$ cat config.mk
export PLATFORM = sky130hd
export DESIGN_NAME = sdb_range
export DESIGN_NICKNAME = d
export VERILOG_FILES = /design/src/hw/rtl/sdb_pkg.sv /design/src/hw/rtl/sdb_range.sv
export SDC_FILE = /design/constraint.sdc
export NUM_CORES = 1
export LEC_CHECK = 0
export ABC_AREA = 1
export BUFFER_PORTS_ARGS = -buffer_cell sky130_fd_sc_hd__buf_2
export CAP_MARGIN = 20
export CORE_MARGIN = 2
export CORE_UTILIZATION = 67
export DETAILED_ROUTE_END_ITERATION = 8
export MAX_ROUTING_LAYER = met4
export PLACE_DENSITY = 0.95
export SETUP_SLACK_MARGIN = 0.15
export SKIP_LAST_GASP = 1
export SLEW_MARGIN = 5
export SYNTH_ARGS = -nofsm -noshare
export SYNTH_HDL_FRONTEND = slang
export SYNTH_SLANG_ARGS = --single-unit
$ cat constraint.sdc
create_clock -name vclk -period 4.8
set_input_delay 0 -clock vclk [all_inputs]
set_output_delay 0 -clock vclk [all_outputs]
set_load 0.01 [all_outputs]
$ cat src/hw/rtl/sdb_pkg.sv
// shared constants, codes and types for the sector dirty bitmap
// depends on nothing; used by sdb_range, sector_dirty_bitmap and the testbench

package sdb_pkg;

   // map geometry
   localparam int SECTOR_COUNT   = 1048576;
   localparam int MARK_WORD_BITS = 64;
   localparam int MARK_WORDS     = SECTOR_COUNT / MARK_WORD_BITS;

   // widths
   localparam int SECTOR_IDX_W = $clog2(SECTOR_COUNT);
   localparam int SECTOR_CNT_W = SECTOR_IDX_W + 1;
   localparam int WORD_IDX_W   = $clog2(MARK_WORD_BITS);
   localparam int WORD_ADDR_W  = $clog2(MARK_WORDS);
   localparam int OFFSET_W     = 40;
   localparam int LENGTH_W     = 32;
   localparam int SHIFT_W      = 4;
   localparam int STATUS_W     = 2;
   localparam int RSTATE_W     = 2;

   // sector size limits
   localparam logic [SHIFT_W-1:0] SHIFT_MAX   = 4'd12;
   localparam logic [SHIFT_W-1:0] SHIFT_RESET = 4'd9;

   // command codes
   localparam logic CMD_SET  = 1'b0;
   localparam logic CMD_TEST = 1'b1;

   // status codes
   localparam logic [STATUS_W-1:0] STATUS_OK       = 2'd0;
   localparam logic [STATUS_W-1:0] STATUS_MISALIGN = 2'd1;
   localparam logic [STATUS_W-1:0] STATUS_BEYOND   = 2'd2;

   // range state codes
   localparam logic [RSTATE_W-1:0] RSTATE_UNKNOWN = 2'd0;
   localparam logic [RSTATE_W-1:0] RSTATE_ALL_SET = 2'd1;
   localparam logic [RSTATE_W-1:0] RSTATE_ALL_CLR = 2'd2;
   localparam logic [RSTATE_W-1:0] RSTATE_BLENDED = 2'd3;

   // outcome of the range check for one transaction
   typedef struct packed {
      logic [STATUS_W-1:0]     status;
      logic                    run;
      logic [SECTOR_IDX_W-1:0] first;
      logic [SECTOR_CNT_W-1:0] count;
   } range_type;

endpackage

$ cat src/hw/rtl/sdb_range.sv
// range check: alignment, map bound and sector span of one transaction
// depends on sdb_pkg

module sdb_range (
   input  logic                            cmd,
   input  logic [sdb_pkg::OFFSET_W-1:0]    offset_bytes,
   input  logic [sdb_pkg::LENGTH_W-1:0]    length_bytes,
   input  logic [sdb_pkg::SHIFT_W-1:0]     shift,
   output sdb_pkg::range_type              range
);

   logic [sdb_pkg::OFFSET_W:0]   end_bytes;
   logic [sdb_pkg::OFFSET_W:0]   total_bytes;
   logic [sdb_pkg::OFFSET_W-1:0] low_mask;
   logic                         misaligned;
   logic                         beyond;
   logic [sdb_pkg::OFFSET_W-1:0] first_full;
   logic [sdb_pkg::LENGTH_W-1:0] count_set;
   logic [sdb_pkg::LENGTH_W:0]   len_round;
   logic [sdb_pkg::LENGTH_W:0]   count_test;

   // bound and alignment
   assign end_bytes   = {1'b0, offset_bytes}
                      + (sdb_pkg::OFFSET_W+1)'(length_bytes);
   assign total_bytes = (sdb_pkg::OFFSET_W+1)'(sdb_pkg::SECTOR_COUNT) << shift;
   assign low_mask    = ~({sdb_pkg::OFFSET_W{1'b1}} << shift);
   assign misaligned  = ((offset_bytes | sdb_pkg::OFFSET_W'(length_bytes)) & low_mask) != '0;
   assign beyond      = end_bytes > total_bytes;

   // sector span, test rounds the length up to whole sectors
   assign first_full = offset_bytes >> shift;
   assign count_set  = length_bytes >> shift;
   assign len_round  = {1'b0, length_bytes}
                     + ((sdb_pkg::LENGTH_W+1)'(1) << shift)
                     - (sdb_pkg::LENGTH_W+1)'(1);
   assign count_test = len_round >> shift;

   // outcome
   always_comb begin
      range.first = first_full[sdb_pkg::SECTOR_IDX_W-1:0];
      range.count = (cmd == sdb_pkg::CMD_SET) ? count_set[sdb_pkg::SECTOR_CNT_W-1:0]
                                              : count_test[sdb_pkg::SECTOR_CNT_W-1:0];
      range.status = sdb_pkg::STATUS_OK;
      range.run    = 1'b0;
      if ((cmd == sdb_pkg::CMD_SET) && misaligned) begin
         range.status = sdb_pkg::STATUS_MISALIGN;
      end else if (beyond) begin
         range.status = sdb_pkg::STATUS_BEYOND;
      end else begin
         range.run = (length_bytes != '0);
      end
   end

endmodule

==> out/results.ini, run 1 <==
[yosys]
yosysWarningCount=0
ys_seq_area_share_pct=0
synth_nets=1958
syn_area_per_cell_um2=5.08
syn_inst=1761
netlist_area_um2=8950
synth_cell_type_count=52

[timing]
drv_slew=0
fin_setup_tns_ns=0
timing.hold.ws_ns=0.564
setup_viol=0
worst_pin_slew_ns=0.738
grt_setup_unrepaired=false
fmax_mhz=236
min_period_ns=4.23
hold_violations=0
setup_ws_ns=0.566
finalCritPeriodShare_pct=88.2
relSlewSlack_pct=50.8

[detailed_routing]
ant_nets=0
vias_per_cell=6.25
drtIter0Drc=2312
wire_per_inst_um=17.5
routed_wl_um=35400
firstDrtPassIters=7
drc=0
num_vias=12600

[min_path]
worstHoldPathCells=6
min_path_type=input pin to primary output
hold_path_startpoint=offset_bytes[28]
min_to=range[37]

[floorplanning]
dieArea_um2=14300
coreArea_um2=13100
num_rows=42
die_x_um=120
ioPinCount=121
initial_core_util_pct=68.1
fp.dieH_um=120

[place]
post-place-ws_ns=0.625
io_buffers=121
routabilityCongestion=1.16
hpwl_um=29400

[layout]
nets=2043
layout_common_cells=nand2_1 (599), inv_1 (265), nand3_1 (255)
n_sequential_cell=0
drive_gt1_share_pct=9.92
ff_latch_area_um2=0
final_common_cell=nand2_1
area_growth_pct=8.00
nClkBuffers=0

[grt]
grt_use_total_pct=48.7
grt_max_degree=55
antenna_found_initial=1
overflow=0
grt_pass1_vias=11200
grt_pass1_wl_um=54600

[setup_path]
start_kind=input pin
cp_max_fo=25
worstSetupPathType=input pin to primary output
critPathArrivalTime_ns=4.23
cp-end-kind=primary output
required_ns=4.80

[power_and_ir_drop]
switching_share_pct=67.0
p_seq_share_pct=0
switching_power_w=0.000900
p_int_w=0.000443
power_frac_clock_pct=0
leakage_nw=5.64
irDropWorstVdd_mv=0.0775
comb_power_share_pct=100.0
power_density_nw_per_um2=139

[status]
outcome=finished, final reports clean

[run]
maxCapViolCount=0

[power groups by stage]
| stage | clock network [W] | logic, W | registers, W |
|---|---|---|---|
| final | 0.0000000000279 | 0.00134 | 0 |
| after global routing | 0.0000000000278 | 0.00147 | 0 |
| after CTS | 0 | 0.00128 | 0 |
| after detailed placement | 0 | 0.00127 | 0 |
| after global placement | 0 | 0.00125 | 0 |
| after floorplan | 0 | 0.000905 | 0 |
[critical path, stage by stage]
cell and delay [ns]:
buf_2 0.42, buf_4 0.33, nand2_1 0.10, inv_1 0.28
nand2_1 0.34, ha_1 0.40, inv_1 0.04, ha_1 0.37
nand2_1 0.11, nor2_2 0.23, inv_1 0.08, nor2_2 0.10
nand2_1 0.07, nand3_2 0.16, nand2_1 0.10, nand2_1 0.08
nand2_1 0.05, nand3_1 0.11, nand3_1 0.12, nand3_1 0.15
nand3_1 0.11, nand3_1 0.17, nand3_1 0.11, buf_2 0.16
[cell usage after synthesis (2+ instances only)]
master,number,area share (%)
nand3b_1,10,0.84
o221ai_1,3,0.29
or2_2,4,0.28
nand3_2,6,0.67
nor3_1,13,0.73
ha_1,118,16
buf_4,2,0.17
a21o_1,5,0.42
nor2_1,100,4.2
a32oi_1,2,0.20
a21oi_2,4,0.39
mux2i_1,7,0.78
o211ai_1,8,0.67
o21a_1,2,0.17
nand4_1,27,1.9
o21ai_1,7,0.39
a21oi_1,75,4.2
or2_1,4,0.28
o22ai_1,2,0.14
nor3_2,2,0.22
o21bai_1,10,0.84
a21boi_1,2,0.17
nor2_2,12,0.84
nand3_1,255,14
nor4_1,8,0.56
a31oi_1,10,0.70
nand2_1,599,25
fa_1,2,0.45
buf_1,8,0.34
inv_2,3,0.13
xor2_1,21,2.1
buf_2,23,1.3
nand2_2,9,0.63
buf_6,2,0.25
o21ai_0,93,5.2
a22oi_1,3,0.25
clkbuf_1,16,0.67
inv_1,266,11
xnor2_1,5,0.49
[per-stage QoR]
step / cells / util [%] / instance area (um2) / total power (W)
after floorplan: 1761 / - / 8950 / 0.000905
after global placement: 2019 / 73.3 / 9620 / 0.00125
after detailed placement: 2019 / 73.3 / 9620 / 0.00127
after CTS: 2019 / 73.3 / 9620 / 0.00128
after global routing: 2021 / 73.6 / 9670 / 0.00147
final: 2021 / 73.6 / 9670 / 0.00134
[area by class of cell]
| type | instances | area, um2 |
|---|---|---|
| Timing Repair Buffer | 135 | 711 |
| Antenna cell | 1 | 2.50 |
| Fill cell | 1291 | 3470 |
| Tap cell | 176 | 220 |
| Inverter | 270 | 1020 |
| Multi-Input combinational cell | 1439 | 7720 |
[per-layer routing]
| layer | share of wire [%] | global-route usage, % |
|---|---|---|
| met5 | 0 | - |
| met4 | 8.2 | 27.6 |
| met1 | 36 | 58.8 |
| met2 | 43 | 78.1 |
| met3 | 13 | 6.70 |
[worst max path at each step]
stage	from	end	slack (ns)
floorplan	shift[3]	range[4]	1.77
global placement	length_bytes[7]	range[41]	0.62
detailed placement	length_bytes[7]	range[43]	0.63
CTS	length_bytes[7]	range[43]	0.60
global route	offset_bytes[0]	range[43]	0.24
finish	shift[2]	range[5]	0.57
[cells by family after synthesis]
family	Yosys count	share of synthesized area [%]
mux	7	0.783
compound gates	234	14.8
xor+xnor	26	2.54
buf+inv	322	14.1
fa+ha+maj	120	16.9
simple gates	1052	50.8
[timing repair]
item / in CTS / in global routing
hold buffers: 0 / 0
buffers inserted: 0 / 1
resized for setup: 0 / 7
setup endpoints to repair: 0 / 2
No activity file was read; power rests on OpenSTA's default activity.
==> run 2: changes to the inputs <==
--- a/config.mk
+++ b/config.mk
@@ -9,10 +9,10 @@
 export BUFFER_PORTS_ARGS = -buffer_cell sky130_fd_sc_hd__buf_2
 export CAP_MARGIN = 20
 export CORE_MARGIN = 2
-export CORE_UTILIZATION = 67
+export CORE_UTILIZATION = 56
 export DETAILED_ROUTE_END_ITERATION = 8
 export MAX_ROUTING_LAYER = met4
-export PLACE_DENSITY = 0.95
+export PLACE_DENSITY = 0.87
 export SETUP_SLACK_MARGIN = 0.15
 export SKIP_LAST_GASP = 1
 export SLEW_MARGIN = 5
==> constraint.sdc (replaced) <==
create_clock -name vclk -period 3.8
set_input_delay 0 -clock vclk [all_inputs]
set_output_delay 0 -clock vclk [all_outputs]
set_load 0.01 [all_outputs]
==> out/results.ini, run 2 (synthesis results as in run 1) <==
[layout]
nets=2080  ; +1.8%
ff_latch_area_um2=0  ; unchanged
final_common_cell=nand2_1
drive_gt1_share_pct=15.8  ; +5.9 points
nClkBuffers=0  ; unchanged
n_sequential_cell=0  ; unchanged
layout_common_cells=nand2_1 (579), nand3_1 (252), inv_1 (249)
area_growth_pct=16.1

[floorplanning]
coreArea_um2=15800  ; +20%
ioPinCount=121  ; unchanged
initial_core_util_pct=56.8  ; -11 points
fp.dieH_um=130  ; +9.1%
die_x_um=130  ; +9.1%
num_rows=46  ; +9.5%
dieArea_um2=17000  ; +19%

[detailed_routing]
num_vias=12800  ; +1.1%
drc=0  ; unchanged
vias_per_cell=6.09  ; -2.6%
firstDrtPassIters=8  ; +1
ant_nets=0  ; unchanged
routed_wl_um=38800  ; +9.6%
drtIter0Drc=1409  ; -39%
wire_per_inst_um=18.5  ; +5.6%

[power_and_ir_drop]
power_density_nw_per_um2=178  ; +28%
p_total_w=0.00185  ; +38%
irDropWorstVdd_mv=0.0804  ; +3.8%
leakage_nw=5.85  ; +3.6%

[setup_path]
worstSetupPathType=input pin to primary output
cp_top_family=simple AND/OR/NAND/NOR gates
critPathBufInv=3  ; -3
cp-end-kind=primary output
cp_max_fo=4  ; -84%
critPathArrivalTime_ns=3.53  ; -0.70 ns
worst_path_largest_cell_delay_ns=0.43  ; about the same
path_common_cell=nand2_2
critical_path.slowest_cell=fa_2
required_ns=3.80  ; -1.00 ns
start_kind=input pin

[grt]
grt_pass1_vias=11400  ; +2.3%
overflow=0  ; unchanged
grt_use_total_pct=45.1  ; -3.7 points
antenna_found_initial=1  ; unchanged
grt_max_degree=55  ; unchanged
grt_pass1_wl_um=58000  ; +6.3%

[timing]
grt_setup_unrepaired=true
fmax_mhz=283
finalCritPeriodShare_pct=92.9
hold_violations=0  ; unchanged
min_period_ns=3.53
fin_setup_tns_ns=0  ; unchanged
setup_viol=0  ; unchanged
setup_ws_ns=0.268  ; -0.298 ns
worst_pin_slew_ns=0.776  ; +0.0372 ns
relSlewSlack_pct=47.8  ; -3.0 points
drv_slew=0  ; unchanged

[place]
routabilityCongestion=1.12  ; -3.4%
post-place-ws_ns=-0.0459  ; -0.671 ns
io_buffers=121  ; unchanged
hpwl_um=32400  ; +10%

[run]
maxCapViolCount=0  ; unchanged

[status]
outcome=finished, final reports clean

[min_path]
min_path_type=input pin to primary output

[clock_network]
cts-hold-fix-buffers=0  ; unchanged

==> run 2: cell types whose count changed in the layout (fill, tap and decap cells not counted), moves of 7 or more <==
cell and delta:
buf_2 -7, nand2_2 +19, nand2_1 -20, inv_2 +15
inv_1 -16, ha_1 -15, nor2_1 -8, buf_4 +39
a21oi_2 +7, ha_4 +14, a21oi_1 -7
==> run 2: routing by layer <==
metal / vias to the layer above / global-route usage (%) / part of all wire [%]
met2: 841 / 70.5 / 43
met4: 0 / 26.4 / 7.5
met5: - / - / 0
met1: 5733 / 55.2 / 39
met3: 205 / 6.76 / 11
li1: 5994 / - / -
==> run 2: tightest hold or removal path, cell delays in order <==
cell	delay (ns)
clkbuf_4	0.21
nand2_1	0.07
nand3_1	0.07
buf_2	0.14
==> run 2: what timing repair did <==
action                                  4_1_cts  5_1_grt
endpoints found under the setup margin        2       23
buffers inserted                              4       15
pin swaps                                     6       26
cloned                                        0        0
resized for setup                            18       93
==> run 2: final cells by class <==
type | count | area (um2)
Tap cell | 216 | 270
Timing Repair Buffer | 172 | 1010
Antenna cell | 1 | 2.50
Multi-Input combinational cell | 1439 | 8080
Fill cell | 1656 | 5380
Inverter | 270 | 1020
==> run 2: path summary, 6_finish.rpt <==
check / start / cells after the start / slack (ns) / endpoint
min: shift[3] / 4 / 0.49 / range[17]
max: length_bytes[0] / 27 / 0.27 / range[43]
==> run 2: where the power goes <==
group / switching, W / leakage [nW] / internal (W)
sequential: 0 / 0 / 0
combinational: 0.00122 / 5.85 / 0.000633
clock: 0 / 0.00000634 / 0.0000000000352
total: 0.00122 / 5.85 / 0.000633
==> run 2: stage by stage <==
step	hold slack [ns]	cells	util (%)	cell area, um2
finish	0.488	2098	65.9	10400
global route	0.505	2098	65.9	10400
detailed placement	0.473	2078	62.3	9820
global placement	0.457	2078	62.3	9820
CTS	0.477	2082	62.9	9920
floorplan	0.242	1761	-	8950
